--- src/c2d_pkg.sv ---
// Shared constants, types and register codes for the 3x3 convolution block.
// Used by the interfaces, the tap cells, the output queue, the top level and the checker.
// No dependencies.
package c2d_pkg;

    // Frame limits and kernel shape.
    localparam int MAX_WIDTH   = 1024;
    localparam int MAX_HEIGHT  = 1024;
    localparam int KS          = 3;
    localparam int TAPS        = KS * KS;

    // Counter widths follow the frame limits.
    localparam int COL_W       = $clog2(MAX_WIDTH);
    localparam int OROW_W      = $clog2(MAX_HEIGHT);
    localparam int IROW_W      = OROW_W + 1;

    // Configuration port.
    localparam int CFG_DIM_W   = 11;
    localparam int CFG_IDX_W   = 3;
    localparam int CFG_DATA_W  = 64;
    localparam int WIDTH_RESET = 1024;
    localparam int HEIGHT_RESET = 1024;

    // Datapath widths.
    localparam int PIX_W       = 8;
    localparam int COEF_W      = 16;
    localparam int WORD_COEFS  = 4;
    localparam int PROD_W      = PIX_W + 1 + COEF_W;
    localparam int RSUM_W      = PROD_W + 2;
    localparam int SUM_W       = RSUM_W + 2;
    localparam int FRAC_W      = 8;
    localparam int OUT_W       = 20;

    // Output queue and pipeline timing.
    localparam int FIFO_DEPTH  = 8;
    localparam int FIFO_AW     = $clog2(FIFO_DEPTH);
    localparam int RES_LATENCY = 5;

    typedef logic [PIX_W-1:0]              t_pix;
    typedef logic signed [COEF_W-1:0]      t_coef;
    typedef logic signed [PROD_W-1:0]      t_prod;
    typedef logic signed [RSUM_W-1:0]      t_rsum;
    typedef logic signed [SUM_W-1:0]       t_sum;
    typedef logic signed [OUT_W-1:0]       t_outpix;
    typedef logic [COL_W-1:0]              t_col;
    typedef logic [COL_W:0]                t_wdim;
    typedef logic [OROW_W-1:0]             t_orow;
    typedef logic [OROW_W:0]               t_hdim;
    typedef logic [IROW_W-1:0]             t_irow;
    typedef logic [CFG_DIM_W-1:0]          t_cfgdim;
    typedef logic [CFG_IDX_W-1:0]          t_cfgidx;
    typedef logic [CFG_DATA_W-1:0]         t_cfgdata;
    typedef logic [FIFO_AW-1:0]            t_fptr;
    typedef logic [FIFO_AW:0]              t_fcnt;
    typedef logic [FIFO_AW+1:0]            t_credit;

    // Register indexes of the configuration port.
    typedef enum logic [CFG_IDX_W-1:0] {
        REG_WIDTH  = CFG_IDX_W'(0),
        REG_HEIGHT = CFG_IDX_W'(1),
        REG_COEF_A = CFG_IDX_W'(2),
        REG_COEF_B = CFG_IDX_W'(3),
        REG_COEF_C = CFG_IDX_W'(4)
    } t_cfg_reg;

    // Per-cycle control handed to each tap cell.
    typedef struct packed {
        logic shift;
        logic calc;
        logic mask;
    } t_cell_ctl;

    // One result transaction.
    typedef struct packed {
        t_outpix pixel_out;
        logic    frame_last;
    } t_result;

endpackage

--- src/c2d_out_fifo.sv ---
// Small result queue that decouples the convolution pipeline from the output stream.
// Depends on c2d_pkg for the result type and depth.
module c2d_out_fifo (
    input  logic             i_clk,
    input  logic             i_rst_n,
    input  logic             i_push,
    input  c2d_pkg::t_result i_data,
    output logic             o_valid,
    input  logic             i_ready,
    output c2d_pkg::t_result o_data,
    output c2d_pkg::t_fcnt   o_count
);

    c2d_pkg::t_result r_mem [c2d_pkg::FIFO_DEPTH];
    c2d_pkg::t_fptr   r_wr_ptr;
    c2d_pkg::t_fptr   r_rd_ptr;
    c2d_pkg::t_fcnt   r_count;
    logic             pop;

    assign o_valid = (r_count != '0);
    assign pop     = o_valid && i_ready;
    assign o_data  = r_mem[r_rd_ptr];
    assign o_count = r_count;

    // Entry storage; the upstream credit check keeps pushes off a full queue.
    always_ff @(posedge i_clk) begin
        if (i_push) begin
            r_mem[r_wr_ptr] <= i_data;
        end
    end

    // Pointers and occupancy.
    always_ff @(posedge i_clk) begin
        if (!i_rst_n) begin
            r_wr_ptr <= '0;
            r_rd_ptr <= '0;
            r_count  <= '0;
        end else begin
            if (i_push) begin
                r_wr_ptr <= r_wr_ptr + c2d_pkg::t_fptr'(1);
            end
            if (pop) begin
                r_rd_ptr <= r_rd_ptr + c2d_pkg::t_fptr'(1);
            end
            if (i_push && !pop) begin
                r_count <= r_count + c2d_pkg::t_fcnt'(1);
            end else if (pop && !i_push) begin
                r_count <= r_count - c2d_pkg::t_fcnt'(1);
            end
        end
    end

endmodule

--- config.mk ---
export PLATFORM = sky130hd
export DESIGN_NAME = c2d_out_fifo
export DESIGN_NICKNAME = d
export VERILOG_FILES = /design/src/c2d_pkg.sv /design/src/c2d_out_fifo.sv
export SDC_FILE = /design/constraint.sdc
export NUM_CORES = 1
export LEC_CHECK = 0
export BUFFER_PORTS_ARGS = -buffer_cell sky130_fd_sc_hd__buf_2
export CORE_UTILIZATION = 54
export DETAILED_ROUTE_END_ITERATION = 7
export PLACE_DENSITY = 0.75
export SLEW_MARGIN = 20
export SYNTH_ARGS = -nofsm -noshare
export SYNTH_HDL_FRONTEND = slang
export SYNTH_SLANG_ARGS = --single-unit
--- constraint.sdc ---
create_clock -name i_clk -period 2.6 [get_ports i_clk]
set_input_delay 0 -clock i_clk [delete_from_list [all_inputs] [get_ports i_clk]]
set_output_delay 0 -clock i_clk [all_outputs]
set_load 0.02 [all_outputs]
==> impl_metrics.yaml, run 1 <==
status:
  run_status: "complete, no violations"
layout:
  fin_area_sq_mm: 0.00847
  fillCellCount: 840
  num_antenna_cells: 0
  final-seq-area_sq_mm: 0.00531
  share_of_cells_above_drive_strength_1_pct: 29.8
  final_cells: 588
  synthToLayoutAreaGrowth_pct: 19.4
  num-nets-final: 434
  multi_input_comb_area_sq_mm: 0.00173
sta:
  worst_clock_skew_ns: 0.00552
  final_hold_fails: 0
  timing.final.ws_setup_ns: 0.107
  report.final.slew_viol_count: 0
  totalNegativeSetupSlack_ns: 0
  period_minus_slack_ns: 2.49
  finalCritPeriodShare_pct: 95.9
  grt_setup_unrepaired: "false"
  final_setup_violations: 0
  worst_slew_pin_slew_ns: 0.601
  worst_slew_margin_rel_pct: 59.7
  fmax_ghz: 0.401
setup_path:
  cp_max_fo: 5
  critPathCaptureType: "register"
  setup.worst_path.class: "register to register"
  setup.worst_path.start_class: "register"
  crit_required_ns: 2.91
  worstPathArrival_ns: 2.80
yosys:
  ys_types: 26
  syn-cell-area_sq_mm: 0.00710
  synth_area_per_cell_sq_um: 22.8
  synth-edff-count: 168
  synth.top_cells.by_area: "sky130_fd_sc_hd__edfxtp_1 71%, sky130_fd_sc_hd__mux4_1 15%, sky130_fd_sc_hd__dfxtp_1 3.7%"
  synth_seq_cells: 181
  dominant_cell_by_count_in_the_synthesized_netlist: "sky130_fd_sc_hd__edfxtp_1"
  netlist_instances: 312
  async_reset_ff_share_pct: 0
  synthesis.nets: 343
  synthTopCellsByCount: "168 x sky130_fd_sc_hd__edfxtp_1, 40 x sky130_fd_sc_hd__mux4_1, 21 x sky130_fd_sc_hd__mux2_2"
  synth-seq-area-share_pct: 74.7
  yosysWarningCount: 0
  synth_flop_cell: "sky130_fd_sc_hd__edfxtp_1"
  netlist.top_cell.by_area: "sky130_fd_sc_hd__edfxtp_1"
  synth_top_cell_area_share_pct: 71.1
global_route:
  maximum_number_of_pins_on_one_net_before_global_route_repair: 43
  globalRouteOverflowTotal: 0
  grt_util_all_layers_pct: 20.1
  grt_pass1_wl_microns: 18700
  first_global_vias: 3367
  antenna_found_initial: 0
cts:
  clk_latency_ns: 0.43
  clk_transition_reported_paths_ns: 0.06
  post_cts.repair.setup_buffers: 0
  clock_tree_from_tritoncts: "built"
  cts_root_buffer: "sky130_fd_sc_hd__clkbuf_16"
  cts_max_path_buffers: 2
  cts_max_level: 4
  clock_sinks: 181
  cts_inserted_buffers: 17
placement:
  routabilityCongestion: 0.730
  placed_cell_count: 532
  placement.io_buffers: 50
  place_ws_ns: 0.124
  place_area_sq_mm: 0.00764
  place.detailed.hpwl_microns: 6740
power_and_ir_drop:
  vdd_ir_drop_max_mv: 0.676
  power-per-cell-area_mw_per_mm2: 897
  power_leakage_nw: 2.88
  p_total_mw: 7.60
floorplanning:
  floorplan.core_area_sq_mm: 0.0127
  num_io_pins: 51
  chipWidth_microns: 117
  fp.dieH_microns: 117
  fp-row-count: 41
  fp.dieArea_sq_mm: 0.0136
  initial_cell_density_of_the_core_pct: 55.8
detailed_routing:
  wirelength_microns: 12400
  dr.first_iter.drc_count: 213
  remaining_drc_errors: 0
  vias: 3319
  routed_antenna_nets: 0
  dr.pass1.iters: 4
  drt-vias-per-instance: 5.64
  avgRoutedWirePerCell_microns: 21.1
job:
  drv_cap: 0
min_path:
  worstHoldPathType: "input port to register"
-- power breakdown --
group / switching, mW / internal [mW] / total (mW) / leakage (nW)
Sequential: 0.104 / 3.31 / 3.41 / 1.63
Clock: 1.02 / 1.50 / 2.52 / 0.275
Combinational: 0.822 / 0.845 / 1.67 / 0.970
-- sequential cells by signal, summed over array words and instances (netlist names), named ones only --
register / count
r_wr_ptr: 3
r_mem: 168
r_rd_ptr: 3
o_count: 4
-- area by class of cell --
| cell class | instances | share of cell area (%) |
|---|---|---|
| Inverter | 1 | 0.0443 |
| Multi-Input combinational cell | 116 | 20.4 |
| Clock inverter | 15 | 1.92 |
| Clock buffer | 17 | 5.02 |
| Timing Repair Buffer | 86 | 7.44 |
| Tap cell | 172 | 2.54 |
| Sequential cell | 181 | 62.6 |
-- final timing paths --
| check | from | to | slack, ns | cells past startpoint |
|---|---|---|---|---|
| worst min register to register | o_count[3]$_SDFFE_PN0P_ | o_count[3]$_SDFFE_PN0P_ | 0.50 | 2 |
| worst max-delay path | o_count[1]$_SDFFE_PN0P_ | o_count[3]$_SDFFE_PN0P_ | 0.11 | 9 |
| worst min-delay path | i_data[16] | r_mem[4][16]$_DFFE_PP_ | 0.38 | 2 |
| worst max register to register | o_count[1]$_SDFFE_PN0P_ | o_count[3]$_SDFFE_PN0P_ | 0.11 | 9 |
-- routing by layer --
metal  track usage, %  vias up  part of all wire (%)
li1                 -     1508                     -
met1             26.2     1711                    43
met2             32.0       84                    51
met3             5.60       16                   4.4
met4             9.11        0                   1.6
met5                0        -                     0
-- per-stage QoR --
stage                     hold WS (ns)  utilization [%]
after floorplan                 0.0989                -
after global placement           0.259             60.1
after detailed placement         0.268             60.1
after CTS                        0.364             66.6
after global routing             0.391             66.6
final                            0.378             66.6
-- repair_timing --
item                       in CTS  in global routing
hold buffers                   24                  0
gates resized for setup         0                  1
hold endpoints to repair      181                  0
setup endpoints to repair       0                  1
-- critical path: stages (launching register included) --
cell and delay [ns]:
sky130_fd_sc_hd__dfxtp_1 0.36, sky130_fd_sc_hd__or4_4 0.57, sky130_fd_sc_hd__nand2_1 0.14, sky130_fd_sc_hd__ha_1 0.19
sky130_fd_sc_hd__inv_1 0.10, sky130_fd_sc_hd__ha_1 0.36, sky130_fd_sc_hd__nand3_1 0.14, sky130_fd_sc_hd__a211oi_1 0.29
sky130_fd_sc_hd__a31oi_1 0.09, sky130_fd_sc_hd__mux2i_1 0.13
-- cells by family after synthesis --
group	count (synthesis)	share of synthesized area [%]
adder cells (fa/ha/maj)	6	1.16
XOR/XNOR	6	0.740
AO/OA/AOI/OAI	5	0.441
buffers and inverters	15	1.32
multiplexers	66	19.2
flip-flops	181	74.7
AND/OR/NAND/NOR	33	2.40
-- cell usage in the layout (no fill, tap or decap), types with 3 or more instances in the layout --
master,netlist,layout
sky130_fd_sc_hd__clkbuf_16,0,17
sky130_fd_sc_hd__bufinv_16,0,3
sky130_fd_sc_hd__buf_12,0,4
sky130_fd_sc_hd__buf_4,0,8
sky130_fd_sc_hd__ha_1,5,5
sky130_fd_sc_hd__buf_2,0,50
sky130_fd_sc_hd__edfxtp_1,168,168
sky130_fd_sc_hd__clkinv_1,0,4
sky130_fd_sc_hd__mux2_2,21,21
sky130_fd_sc_hd__nor2_2,0,6
sky130_fd_sc_hd__dlygate4sd3_1,0,24
sky130_fd_sc_hd__and2_1,7,7
sky130_fd_sc_hd__mux2i_1,3,3
sky130_fd_sc_hd__mux4_1,40,40
sky130_fd_sc_hd__nand2_1,7,7
sky130_fd_sc_hd__nand2b_1,4,4
sky130_fd_sc_hd__xnor2_1,5,5
sky130_fd_sc_hd__clkinvlp_4,0,4
sky130_fd_sc_hd__nand3_1,3,3
sky130_fd_sc_hd__dfxtp_1,13,12
No activity file was read; power rests on OpenSTA's default activity.
==> run 2, diff against run 1 <==
==> constraint.sdc (replaced) <==
create_clock -name i_clk -period 2.6 [get_ports i_clk]
set_input_delay 0.39 -clock i_clk [delete_from_list [all_inputs] [get_ports i_clk]]
set_output_delay 0.39 -clock i_clk [all_outputs]
set_load 0.02 [all_outputs]
==> run 2 against run 1 <==
Against the previous run:
- register-to-register slack improved by 0.05 ns
- final area fell by 2.7%
- clock skew rose by 0.0074 ns
- sequential share of layout area rose by 1.7 points
- total power barely moved
- die area did not move
- routed wire length fell by 4.1%
- final cell count fell by 4.3%
- combinational power barely moved
- critical endpoint is now o_data[17]
- largest cell class unchanged
==> impl_metrics.yaml, run 2 (synthesis results as in run 1) <==
status:
  run_status: "complete, no violations"
placement:
  routabilityCongestion: 0.716
  place_ws_ns: 0.213
  placement.io_buffers: 50
  place.detailed.hpwl_microns: 6370
sta:
  grt_setup_unrepaired: "false"
  report.final.slew_viol_count: 0
  worst_slew_margin_rel_pct: 58.0
  worst_clock_skew_ns: 0.0129
  worst_slew_pin_slew_ns: 0.627
  final_setup_violations: 0
  final_hold_fails: 0
  timing.final.ws_setup_ns: 0.0804
  period_minus_slack_ns: 2.52
  totalNegativeSetupSlack_ns: 0
  fmax_ghz: 0.397
  finalCritPeriodShare_pct: 96.9
layout:
  num-nets-final: 409
  largest_register_ff_count: 168
  synthToLayoutAreaGrowth_pct: 16.1
  utilization_pct: 64.8
  num_antenna_cells: 0
  final-seq-area_sq_mm: 0.00531
  layout.cells.most_common_list: "168 x sky130_fd_sc_hd__edfxtp_1, 50 x sky130_fd_sc_hd__buf_2, 40 x sky130_fd_sc_hd__mux4_1"
  commonest_non_fill_non_tap_cell_in_the_layout: "sky130_fd_sc_hd__edfxtp_1"
  largest_register: "r_mem"
  fillCellCount: 838
  share_of_cells_above_drive_strength_1_pct: 32.0
  multi_input_comb_area_sq_mm: 0.00172
global_route:
  grt_pass1_wl_microns: 17700
  antenna_found_initial: 0
  globalRouteOverflowTotal: 0
  grt_util_all_layers_pct: 19.0
  first_global_vias: 3306
  maximum_number_of_pins_on_one_net_before_global_route_repair: 43
min_path:
  worstHoldPathType: "input port to register"
detailed_routing:
  vias: 3168
  remaining_drc_errors: 0
  dr.pass1.iters: 7
  avgRoutedWirePerCell_microns: 21.1
  dr.first_iter.drc_count: 169
  routed_antenna_nets: 0
  drt-vias-per-instance: 5.63
  wirelength_microns: 11900
setup_path:
  timing.critical_path.cells: "buf_12 -> mux4_1 -> mux2_2 -> buf_2"
  worstPathArrival_ns: 2.13
  crit_family: "multiplexers"
  path_buf_inv: 2
  critPathCaptureType: "output port"
  crit_required_ns: 2.21
  crit_path_max_incr_delay_ns: 0.60
  cp_max_fo: 42
  setup.worst_path.start_class: "register"
  setup.worst_path.class: "register to output port"
  crit_slowest_cell: "sky130_fd_sc_hd__mux4_1"
cts:
  cts_inserted_buffers: 17
  post_cts.repair.setup_buffers: 0
  post_cts.resized_instances: 0
  clk_transition_reported_paths_ns: 0.06
  clock_tree_from_tritoncts: "built"
  cts_max_level: 4
  cts_max_path_buffers: 2
  cts_root_buffer: "sky130_fd_sc_hd__clkbuf_16"
  clk_latency_ns: 0.42
  cts_hold_buf: 0
  clock_sinks: 181
power_and_ir_drop:
  vdd_ir_drop_max_mv: 0.572
  power-per-cell-area_mw_per_mm2: 921
  power_leakage_nw: 2.80
floorplanning:
  fp.dieArea_sq_mm: 0.0136
  fp.dieH_microns: 117
  num_io_pins: 51
  initial_cell_density_of_the_core_pct: 55.8
  fp-row-count: 41
  floorplan.core_area_sq_mm: 0.0127
  chipWidth_microns: 117
job:
  drv_cap: 0
## run 2: cell count changes in the layout (fill, tap and decap cells not counted), sizes merged
cell	delta
inv	+4
dlygate4sd3	-24
buf	-1
clkinv	-1
clkinvlp	-3
## run 2: stage by stage
step	power, mW	cells	instance area (sq um)	hold WS (ns)
floorplan	4.70	312	7100	0.467
global placement	5.06	531	7640	0.471
detailed placement	5.10	531	7640	0.490
CTS	7.66	563	8240	0.215
global route	7.86	563	8240	0.238
finish	7.60	563	8240	0.233
## run 2: layer usage
metal  track usage [%]  routed length (microns)  vias to the layer above
li1                  -                        -                     1459
met1              22.9                     4900                     1602
met2              31.9                     6220                       86
met3              5.29                      493                       21
met4              9.45                      297                        0
met5                 0                        0                        -
## run 2: path summary, 6_finish.rpt
check | from | end | slack [ns] | cells after the start
max | register | o_data[17] | 0.08 | 4
min | i_data[14] | r_mem[3][14]$_DFFE_PP_ | 0.23 | 1
max reg2reg | o_count[1]$_SDFFE_PN0P_ | o_count[3]$_SDFFE_PN0P_ | 0.16 | 9
min reg2reg | o_count[3]$_SDFFE_PN0P_ | o_count[3]$_SDFFE_PN0P_ | 0.49 | 2
## run 2: final cells by class
type / instances / area share (%)
Clock buffer: 17 / 5.16
Clock inverter: 15 / 2.11
Inverter: 1 / 0.0455
Multi-Input combinational cell: 116 / 20.9
Sequential cell: 181 / 64.4
Tap cell: 172 / 2.61
Timing Repair Buffer: 61 / 4.80
## run 2: report_power, final
part | switching, mW | total, mW | leakage, nW | internal (mW)
Clock | 1.05 | 2.57 | 0.296 | 1.52
Sequential | 0.0749 | 3.38 | 1.63 | 3.31
Combinational | 0.830 | 1.65 | 0.867 | 0.816
