**src/c2d_pkg.sv**
```systemverilog
// Shared constants, types and register codes for the 3x3 convolution block.
// Used by the interfaces, the tap cells, the output queue, the top level and the checker.
// No dependencies.
package c2d_pkg;

    // Frame limits and kernel shape.
    localparam int MAX_WIDTH   = 1024;
    localparam int MAX_HEIGHT  = 1024;
    localparam int KS          = 3;
    localparam int TAPS        = KS * KS;

    // Counter widths follow the frame limits.
    localparam int COL_W       = $clog2(MAX_WIDTH);
    localparam int OROW_W      = $clog2(MAX_HEIGHT);
    localparam int IROW_W      = OROW_W + 1;

    // Configuration port.
    localparam int CFG_DIM_W   = 11;
    localparam int CFG_IDX_W   = 3;
    localparam int CFG_DATA_W  = 64;
    localparam int WIDTH_RESET = 1024;
    localparam int HEIGHT_RESET = 1024;

    // Datapath widths.
    localparam int PIX_W       = 8;
    localparam int COEF_W      = 16;
    localparam int WORD_COEFS  = 4;
    localparam int PROD_W      = PIX_W + 1 + COEF_W;
    localparam int RSUM_W      = PROD_W + 2;
    localparam int SUM_W       = RSUM_W + 2;
    localparam int FRAC_W      = 8;
    localparam int OUT_W       = 20;

    // Output queue and pipeline timing.
    localparam int FIFO_DEPTH  = 8;
    localparam int FIFO_AW     = $clog2(FIFO_DEPTH);
    localparam int RES_LATENCY = 5;

    typedef logic [PIX_W-1:0]              t_pix;
    typedef logic signed [COEF_W-1:0]      t_coef;
    typedef logic signed [PROD_W-1:0]      t_prod;
    typedef logic signed [RSUM_W-1:0]      t_rsum;
    typedef logic signed [SUM_W-1:0]       t_sum;
    typedef logic signed [OUT_W-1:0]       t_outpix;
    typedef logic [COL_W-1:0]              t_col;
    typedef logic [COL_W:0]                t_wdim;
    typedef logic [OROW_W-1:0]             t_orow;
    typedef logic [OROW_W:0]               t_hdim;
    typedef logic [IROW_W-1:0]             t_irow;
    typedef logic [CFG_DIM_W-1:0]          t_cfgdim;
    typedef logic [CFG_IDX_W-1:0]          t_cfgidx;
    typedef logic [CFG_DATA_W-1:0]         t_cfgdata;
    typedef logic [FIFO_AW-1:0]            t_fptr;
    typedef logic [FIFO_AW:0]              t_fcnt;
    typedef logic [FIFO_AW+1:0]            t_credit;

    // Register indexes of the configuration port.
    typedef enum logic [CFG_IDX_W-1:0] {
        REG_WIDTH  = CFG_IDX_W'(0),
        REG_HEIGHT = CFG_IDX_W'(1),
        REG_COEF_A = CFG_IDX_W'(2),
        REG_COEF_B = CFG_IDX_W'(3),
        REG_COEF_C = CFG_IDX_W'(4)
    } t_cfg_reg;

    // Per-cycle control handed to each tap cell.
    typedef struct packed {
        logic shift;
        logic calc;
        logic mask;
    } t_cell_ctl;

    // One result transaction.
    typedef struct packed {
        t_outpix pixel_out;
        logic    frame_last;
    } t_result;

endpackage

```
**src/c2d_tap_cell.sv**
```systemverilog
// One window tap: holds a pixel, passes it to its left neighbor, and forms
// the masked product with its coefficient. Depends on c2d_pkg.
module c2d_tap_cell (
    input  logic               i_clk,
    input  logic               i_rst_n,
    input  c2d_pkg::t_cell_ctl i_ctl,
    input  c2d_pkg::t_pix      i_pix,
    input  c2d_pkg::t_coef     i_coef,
    output c2d_pkg::t_pix      o_pix,
    output c2d_pkg::t_prod     o_prod
);

    c2d_pkg::t_pix  r_pix;
    c2d_pkg::t_prod r_prod;
    c2d_pkg::t_prod n_prod;

    // The held pixel moves one place along the row on every shift.
    always_ff @(posedge i_clk) begin
        if (!i_rst_n) begin
            r_pix <= '0;
        end else if (i_ctl.shift) begin
            r_pix <= i_pix;
        end
    end

    // Unsigned pixel times signed coefficient, both extended to the product width.
    always_comb begin
        n_prod = c2d_pkg::t_prod'(signed'({1'b0, r_pix})) * c2d_pkg::t_prod'(i_coef);
    end

    // Taps outside the image contribute zero.
    always_ff @(posedge i_clk) begin
        if (i_ctl.calc) begin
            r_prod <= i_ctl.mask ? n_prod : '0;
        end
    end

    assign o_pix  = r_pix;
    assign o_prod = r_prod;

endmodule

```
**config.mk**
```make
export PLATFORM = sky130hd
export DESIGN_NAME = c2d_tap_cell
export DESIGN_NICKNAME = d
export VERILOG_FILES = /design/src/c2d_pkg.sv /design/src/c2d_tap_cell.sv
export SDC_FILE = /design/constraint.sdc
export NUM_CORES = 1
export LEC_CHECK = 0
export BUFFER_PORTS_ARGS = -buffer_cell sky130_fd_sc_hd__buf_2
export CORE_ASPECT_RATIO = 2
export CORE_UTILIZATION = 37
export CTS_CLUSTER_SIZE = 24
export DETAILED_ROUTE_END_ITERATION = 10
export PLACE_DENSITY_LB_ADDON = 0.12
export SLEW_MARGIN = 40
export SYNTH_ARGS = -nofsm -noshare
export SYNTH_HDL_FRONTEND = slang
export SYNTH_SLANG_ARGS = --single-unit
```
**constraint.sdc**
```tcl
create_clock -name i_clk -period 5.43 [get_ports i_clk]
set_input_delay 1.086 -clock i_clk [delete_from_list [all_inputs] [get_ports i_clk]]
set_output_delay 1.086 -clock i_clk [all_outputs]
set_load 0.03 [all_outputs]
```
==> impl_metrics.json, run 1 <==
{
  "leakage_nw": 3.70,
  "drt_iter0_markers": 88,
  "async_reset_ff_share_pct": 0,
  "status": "finished clean",
  "worstReg2RegEnd": "o_prod[24]",
  "ys_seq_area_share_pct": 15.6,
  "maxCapViolCount": 0,
  "vias_per_cell": 4.76,
  "ir_drop_mv": 0.126,
  "synthSimpleGateAreaFrac_pct": 18.0,
  "syn_area_um2": 5850,
  "cp_max_fo": 6,
  "synth_top_cell_area_share_pct": 34.9,
  "hold_buffers": 0,
  "cts_inserted_buffers": 5,
  "critPathLaunchType": "primary input",
  "hold_ws_ps": 832,
  "post_cts_buffers": 0,
  "die_w_um": 90.9,
  "cts_tree": "done",
  "drive_gt1_share_pct": 18.8,
  "antenna_left": 0,
  "ys_top_cells_by_area": "fa_1 (35%), edfxtp_1 (13%), ha_1 (11%)",
  "synth_compound_area_share_pct": 5.88,
  "synth-main-ff-cell": "edfxtp_1",
  "setup_ws_ps": 201,
  "gp_congestion": 0.820,
  "crit_arrival_ps": 5260,
  "synth_edf_count": 25,
  "drc": 0,
  "instances_no_fill": 934,
  "syn-num-nets": 804,
  "clk_pin_slew_worst_paths_ps": 60,
  "setup_viol": 0,
  "skew_ps": 6.15,
  "io_buffer_count": 61,
  "rows": 64,
  "maxSlewViolCount": 0,
  "nFillCells": 1559,
  "worstSkewPairLatency_ps": 280,
  "overflow": 0,
  "criticalPathCategory": "primary input to flip-flop",
  "hold_depth": 2,
  "power_density_nw_per_um2": 230,
  "total_power_mw": 1.60,
  "worst_slew_pin_slew_ps": 710,
  "core-area_um2": 15400,
  "whs_endpoint": "o_pix[3]",
  "dieHeight_um": 180,
  "hold_path_class": "flip-flop to flip-flop",
  "synth_top_family_by_area": "adder cells",
  "antenna_found_initial": 0,
  "synthDistinctLibCells": 44,
  "period_share_pct": 96.3,
  "routed_wl_mm": 15.3,
  "r2r_cells": 15,
  "grt_pass1_wl_mm": 24.8,
  "hold_path_startpoint": "o_pix[3]",
  "fmax_mhz": 191,
  "synthCells": 623,
  "clock-root-buffer": "clkbuf_16",
  "yosysWarnings": 0,
  "synth_mux_area_share_pct": 1.71,
  "die_area_um2": 16400,
  "wl_per_cell_um": 16.3,
  "hold_viol_final": 0,
  "min_period_ps": 5230,
  "areaGrowthSynthToFinish_pct": 18.6,
  "grt_max_degree": 28,
  "clk_path_buf_depth": 2,
  "r2r-start": "o_pix[1]",
  "synth_xor_xnor_area_share_pct": 2.69,
  "post_cts_resize_count": 0,
  "first_pass_iters": 6,
  "synth-seq-cells": 33,
  "yosysTopAreaCell": "fa_1",
  "antenna_cells": 0,
  "rrSetupSlack_ps": 300,
  "grt_pass1_vias": 5139,
  "pre_cts_ws_ps": -206,
  "rsz0062_at_grt": "no",
  "htreeDepth": 2,
  "nets": 916,
  "pin_count": 62,
  "initial_core_util_pct": 38.1,
  "dp.cells": 926,
  "grt_use_total_pct": 19.8,
  "synth_area_per_cell_um2": 9.40,
  "cts_sinks": 33,
  "vias": 4444,
  "dp_hpwl_mm": 13.2,
  "end_kind": "flip-flop",
  "max-slew-margin-rel_pct": 52.6,
  "synthAdderAreaFrac_pct": 45.6,
  "cp.required_ps": 5470
}
## cells by family (layout without fill, tap and decap cells)
| logic type | Yosys count | count (layout) |
|---|---|---|
| compound gates | 50 | 50 |
| xor+xnor | 18 | 18 |
| fa+ha+maj | 152 | 152 |
| buf+inv | 165 | 278 |
| flops | 33 | 33 |
| mux | 10 | 10 |
| simple gates | 195 | 195 |
## how the worst max path moves through the flow
stage / from / to / slack, ps / depth (start not counted)
finish: i_coef[11] / o_prod[24] / 200 / 17
CTS: i_coef[4] / o_prod[21] / 70 / 16
global placement: i_coef[4] / o_prod[21] / -270 / 16
global route: i_coef[9] / o_prod[22] / 4 / 16
detailed placement: i_coef[4] / o_prod[21] / -210 / 16
floorplan: i_coef[15] / o_prod[24] / 230 / 15
## per-stage QoR
| stage | utilization (%) | TNS, ps | instance area [um^2] |
|---|---|---|---|
| after floorplan | - | 0 | 5850 |
| after global placement | 44.1 | -767 | 6790 |
| after detailed placement | 44.1 | -955 | 6790 |
| after CTS | 45.1 | 0 | 6930 |
| after global routing | 45.2 | 0 | 6940 |
| final | 45.2 | 0 | 6940 |
## power by group
part | leakage (nW) | switching, mW | internal (mW)
Clock | 0.0621 | 0.109 | 0.170
Combinational | 3.32 | 0.548 | 0.425
Sequential | 0.322 | 0.0249 | 0.324
## final cells by class
cell class	instances	area, um^2	area share, %
Clock buffer	5	125	1.80
Clock inverter	3	22.5	0.324
Inverter	152	571	8.22
Multi-Input combinational cell	425	4330	62.4
Sequential cell	33	911	13.1
Tap cell	198	248	3.57
Timing Repair Buffer	118	733	10.6
## per-layer routing
metal / routed length, um / GRT usage [%]
met2: 9700 / 44.6
met4: 419 / 6.16
met1: 4790 / 17.0
met3: 353 / 1.44
met5: 0 / 0
## Yosys cell counts (2+ instances only)
library cell,n
nand3_1,7
clkbuf_1,13
o21ai_0,8
and3b_1,2
edfxtp_1,25
xnor2_1,12
a21boi_0,3
nor2_1,5
inv_1,152
nand3b_1,2
dfxtp_1,8
nor2b_1,9
xor2_1,6
a21oi_1,17
fa_1,102
nor3_1,3
and2_1,92
ha_1,50
a211oi_1,2
a21o_1,5
and3_1,2
nand2_1,66
a31oi_1,2
mux2i_1,10
## cells in the final DEF (no fill, tap or decap), drive strengths merged, types with 3 or more instances in the layout
master / instances
nand2: 66
a21oi: 17
nor3: 3
nor2b: 9
a31oi: 3
buf: 118
ha: 50
fa: 102
clkbuf: 5
clkinvlp: 3
mux2i: 10
xnor2: 12
nand3: 7
nor2: 5
and2: 93
inv: 152
xor2: 6
dfxtp: 8
a21o: 6
a21boi: 4
o21ai: 9
edfxtp: 25
## critical path, cell delays in order
cell	delay, ps
buf_2	140
nand2_1	90
fa_1	550
inv_1	60
fa_1	490
fa_1	550
inv_1	50
fa_1	550
inv_1	60
ha_1	310
a21oi_1	230
nand2_1	80
a211o_1	350
a31oi_4	230
o221ai_1	150
xnor2_1	140
and2_1	150
## sequential cells by signal, summed over array words and instances, names as in the netlist
register / flops
o_pix: 8
o_prod: 25
Note: power is estimated with default switching activity, not from simulation.
==> run 2: changes to the inputs <==
==> constraint.sdc (replaced) <==
create_clock -name i_clk -period 5.65 [get_ports i_clk]
set_input_delay 1.13 -clock i_clk [delete_from_list [all_inputs] [get_ports i_clk]]
set_output_delay 1.13 -clock i_clk [all_outputs]
set_load 0.03 [all_outputs]
==> run 2 against run 1 <==
  * Worst setup slack improved by 110 ps
  * Clock skew increased by 0.52 ps
  * Utilization fell by 1.6 points
  * Final cell count is 3.3% lower
  * Total power down 8.3%
  * Highest routed layer unchanged
  * Die area unchanged
  * Clock power shrank 7%
==> impl_metrics.json, run 2 (synthesized netlist as in run 1, its figures left out) <==
{
  "status": "finished clean",
  "hold_buffers": 0,
  "placed_cell_area_um2": 6560,
  "htreeDepth": 2,
  "clock-root-buffer": "clkbuf_16",
  "die_w_um": 90.9,
  "criticalPathCategory": "primary input to flip-flop",
  "ir_drop_mv": 0.105,
  "fmax_mhz": 187,
  "largest_reg_flops": 25,
  "initial_core_util_pct": 38.1,
  "gp_congestion": 0.828,
  "skew_ps": 6.67,
  "period_share_pct": 94.5,
  "clk_pin_slew_worst_paths_ps": 60,
  "grt_use_total_pct": 20.0,
  "antenna_cells": 0,
  "total_power_mw": 1.47,
  "slowest_stage": "fa_1",
  "crit_arrival_ps": 5370,
  "hold_viol_final": 0,
  "worst_slew_pin_slew_ps": 740,
  "fin_area_um2": 6700,
  "crit_chain": "buf_2 -> nand2_1 -> fa_1 -> inv_1 -> fa_1 -> fa_1 -> inv_1 -> fa_1 -> inv_1 -> ha_1 -> a21oi_1 -> o21ai_0 -> a211o_1 -> a31oi_4 -> o221ai_1 -> xnor2_1 -> and2_1",
  "leakage_nw": 3.56,
  "drt_iter0_markers": 115,
  "power_density_nw_per_um2": 219,
  "die_area_um2": 16400,
  "antenna_found_initial": 0,
  "min_period_ps": 5340,
  "first_pass_iters": 6,
  "hold_path_class": "flip-flop to flip-flop",
  "critPathLaunchType": "primary input",
  "core-area_um2": 15400,
  "areaGrowthSynthToFinish_pct": 14.4,
  "setup_viol": 0,
  "hold_ws_ps": 777,
  "overflow": 0,
  "mostFrequentLayoutCell": "inv_1",
  "end_kind": "flip-flop",
  "maxSlewViolCount": 0,
  "cts_sinks": 33,
  "crit_top_cell": "fa_1",
  "drive_gt1_share_pct": 15.2,
  "dp.cells": 895,
  "nets": 885,
  "worstSkewPairLatency_ps": 270,
  "rows": 64,
  "cts_tree": "done",
  "cp_max_fo": 8,
  "grt_pass1_wl_mm": 25.1,
  "layout_common_cells": "inv_1 (152), fa_1 (101), and2_1 (92)",
  "instances_no_fill": 903,
  "routed_wl_mm": 14.9,
  "grt_pass1_vias": 5090,
  "dieHeight_um": 180,
  "rsz0062_at_grt": "no",
  "cp.required_ps": 5680,
  "clk_path_buf_depth": 2,
  "cpPeakStageDelay_ps": 550,
  "cts_inserted_buffers": 5,
  "vias": 4320,
  "max-slew-margin-rel_pct": 50.6,
  "pin_count": 62,
  "antenna_left": 0,
  "vias_per_cell": 4.78,
  "maxCapViolCount": 0,
  "grt_max_degree": 28,
  "drc": 0,
  "wl_per_cell_um": 16.5,
  "io_buffer_count": 61,
  "dp_hpwl_mm": 12.8
}
-- run 2: final timing paths --
| kind | start | endpoint | slack, ps | depth (start not counted) |
|---|---|---|---|---|
| max | i_coef[8] | o_prod[24] | 310 | 17 |
| min | o_pix[5] | o_pix[5] | 780 | 2 |
| max reg2reg | o_pix[1] | o_prod[24] | 490 | 16 |
| min reg2reg | o_pix[5] | o_pix[5] | 780 | 2 |
-- run 2: final cells by class --
cell class,count,area (um^2)
Fill cell,1603,8670
Multi-Input combinational cell,425,4330
Sequential cell,33,912
Inverter,152,571
Timing Repair Buffer,87,500
Tap cell,198,248
Clock buffer,5,125
Clock inverter,3,17.5
-- run 2: what timing repair did --
item | in CTS | in global routing
resized for setup | 0 | 1
endpoints found under the setup margin | 0 | 1
setup buffers | 0 | 0
-- run 2: routing by layer --
layer,global-route usage (%),vias to the layer above,part of all wire (%)
li1,-,2045,-
met1,18.4,2195,33
met2,44.4,62,64
met3,1.23,18,1.4
met4,5.27,0,2.1
met5,0,-,0
-- run 2: worst max-delay path, delay by kind of cell --
kind,cells,cell delay [ps]
AOI/OAI and AO/OA,5,1170
and+or+nand+nor,2,250
buffers and inverters,4,310
xor gates and xnor gates,1,140
adders and majority gates,5,2370
-- run 2: report_power, final --
| group | leakage [nW] | switching [mW] | total [mW] | internal, mW |
|---|---|---|---|---|
| registers | 0.322 | 0.0260 | 0.337 | 0.311 |
| clock network | 0.0696 | 0.0982 | 0.260 | 0.161 |
| logic | 3.16 | 0.512 | 0.870 | 0.358 |
-- run 2: through the flow --
stage / utilization (%) / setup WS (ps) / TNS (ps)
2_1_floorplan: - / 403 / 0
3_3_place_gp: 42.6 / 0.508 / 0
3_5_place_dp: 42.6 / -30.0 / -30.0
4_1_cts: 43.6 / 258 / 0
5_1_grt: 43.6 / 29.9 / 0
6_report: 43.6 / 313 / 0
==> run 3: changes to the inputs <==
--- a/config.mk
+++ b/config.mk
@@ -6,11 +6,15 @@
 export NUM_CORES = 1
 export LEC_CHECK = 0
 export BUFFER_PORTS_ARGS = -buffer_cell sky130_fd_sc_hd__buf_2
+export CELL_PAD_IN_SITES_DETAIL_PLACEMENT = 1
+export CELL_PAD_IN_SITES_GLOBAL_PLACEMENT = 1
 export CORE_ASPECT_RATIO = 2
+export CORE_MARGIN = 2
 export CORE_UTILIZATION = 37
 export CTS_CLUSTER_SIZE = 24
 export DETAILED_ROUTE_END_ITERATION = 10
 export PLACE_DENSITY_LB_ADDON = 0.12
+export SETUP_SLACK_MARGIN = 0.4
 export SLEW_MARGIN = 40
 export SYNTH_ARGS = -nofsm -noshare
 export SYNTH_HDL_FRONTEND = slang
==> run 3 against run 2 <==
  * Combinational power increased by 7.1%
  * Via count shrank 0.97%
  * Routed wire length fell by 6.7%
  * Critical path depth stayed put
  * First-iteration DRC count decreased by 33%
  * Final cell count is 0.22% higher
  * Sequential cell count is the same
  * Total power is 3.6% higher
  * Sequential power hardly changed
  * Critical endpoint unchanged
  * Largest cell class unchanged
  * Largest power group unchanged
  * Highest routed layer unchanged
==> impl_metrics.json, run 3 (synthesized netlist as in run 1, its figures left out) <==
{
  "min_period_ps": 5150,
  "worst_slew_pin_slew_ps": 693,
  "grt_max_degree": 28,
  "areaGrowthSynthToFinish_pct": 19.2,
  "die_w_um": 92.9,
  "hold_depth": 2,
  "routed_wl_mm": 13.9,
  "drc": 0,
  "period_share_pct": 91.1,
  "ir_drop_mv": 0.105,
  "r2r_cells": 16,
  "hold_path_class": "flip-flop to flip-flop",
  "grt_pass1_vias": 4701,
  "core-area_um2": 15600,
  "setup_ws_ps": 503,
  "worstSkewPairLatency_ps": 280,
  "layout_common_cells": "inv_1 (149), fa_1 (95), and2_1 (92)",
  "skew_ps": 9.71,
  "leakage_nw": 3.55,
  "clk_path_buf_depth": 2,
  "cp_max_fo": 7,
  "htreeDepth": 2,
  "vias_per_cell": 4.73,
  "hold_ws_ps": 717,
  "criticalPathCategory": "primary input to flip-flop",
  "cp.required_ps": 5680,
  "comb_power_share_pct": 61.4,
  "maxCapViolCount": 0,
  "cts_inserted_buffers": 5,
  "hold_viol_final": 0,
  "crit_path_start": "i_coef[8]",
  "gp_congestion": 0.791,
  "nets": 884,
  "pin_count": 62,
  "grt_pass1_wl_mm": 23.2,
  "crit_path_end": "o_prod[24]",
  "antenna_found_initial": 0,
  "cts_tree": "done",
  "dieHeight_um": 182,
  "rsz0062_at_grt": "yes",
  "drive_gt1_share_pct": 21.2,
  "p_sw_mw": 0.651,
  "drt_iter0_markers": 77,
  "antenna_cells": 0,
  "switching_share_pct": 42.8,
  "max-slew-margin-rel_pct": 53.7,
  "dp_hpwl_mm": 12.1,
  "power_density_nw_per_um2": 218,
  "wl_per_cell_um": 15.4,
  "rows": 65,
  "r2r-start": "o_pix[5]",
  "pwr-share-seq_pct": 22.0,
  "worstReg2RegEnd": "o_prod[21]",
  "end_kind": "flip-flop",
  "io_buffer_count": 61,
  "die_area_um2": 16900,
  "largest_reg_flops": 25,
  "setup_viol": 0,
  "antenna_left": 0,
  "hold_buffers": 0,
  "pre_cts_ws_ps": -54.1,
  "clk_pin_slew_worst_paths_ps": 50,
  "intPower_mw": 0.868,
  "p_clk_share_pct": 16.6,
  "fin_util_pct": 44.7,
  "crit_arrival_ps": 5180,
  "clock-root-buffer": "clkbuf_16",
  "vias": 4278,
  "overflow": 0,
  "cts_sinks": 33,
  "first_pass_iters": 4,
  "maxSlewViolCount": 0,
  "fmax_mhz": 194,
  "critPathLaunchType": "primary input",
  "mostFrequentLayoutCell": "inv_1",
  "initial_core_util_pct": 37.5,
  "nFillCells": 1858,
  "status": "finished clean",
  "grt_use_total_pct": 17.4,
  "rrSetupSlack_ps": 680
}
## run 3: changes by cell type in the layout (fill, tap and decap cells not counted), moves of 8 or more
cell / delta
a21oi_1: -10
nand2_2: +8
nand2_1: -8
buf_2: -8
ha_4: +8
ha_1: -9
## run 3: power groups by stage
stage	registers (mW)	logic, mW	clock network, mW
after global placement	0.340	0.809	0
after floorplan	0.401	0.530	0
after CTS	0.335	0.852	0.260
final	0.334	0.932	0.253
after global routing	0.339	1.06	0.271
after detailed placement	0.340	0.829	0
## run 3: layout make-up
type	instances	area, um^2	area share (%)
multi-input cells	425	4580	65.7
flip-flops and latches	33	912	13.1
inverters	152	571	8.17
repair buffers	86	524	7.51
well taps	201	251	3.60
clock buffers	5	125	1.79
clock inverters	3	12.5	0.179
## run 3: what timing repair did
item                                   CTS  global route
buffers inserted                         1             5
resized for setup                        8            65
pin swaps                                5            33
endpoints found under the hold margin    0             0
setup endpoints to repair                5             9
## run 3: metal layers
layer  global-route usage [%]  vias to the layer above  wire length, um
met5                        0                        -                0
met4                     3.59                        0              174
met3                     1.49                       15              280
met2                     33.8                       70             7980
met1                     20.2                     2148             5490
li1                         -                     2045                -
## run 3: through the flow
stage / total power, mW / instances / setup TNS [ps] / cell area [um^2]
after floorplan: 0.931 / 623 / 0 / 5850
after global placement: 1.15 / 891 / 0 / 6500
after detailed placement: 1.17 / 891 / -76.2 / 6500
after CTS: 1.45 / 900 / 0 / 6700
after global routing: 1.67 / 905 / 0 / 6980
final: 1.52 / 905 / 0 / 6980
## run 3: how the worst min path moves through the flow
stage / start / to / slack [ps]
finish: o_pix[3] / o_pix[3] / 720
global route: o_pix[3] / o_pix[3] / 770
CTS: o_pix[3] / o_pix[3] / 700
detailed placement: o_pix[3] / o_pix[3] / 700
global placement: o_pix[3] / o_pix[3] / 680
floorplan: o_pix[3] / o_pix[3] / 700
## run 3: critical path: stages
cell and delay (ps):
buf_2 110, buf_4 150, and2_1 170, fa_2 550
fa_2 420, fa_1 490, inv_1 50, fa_1 470
inv_1 60, ha_4 170, a21oi_4 180, a21boi_0 360
a31oi_2 140, a31oi_4 300, o221ai_2 130, xnor2_1 130
and2_1 160
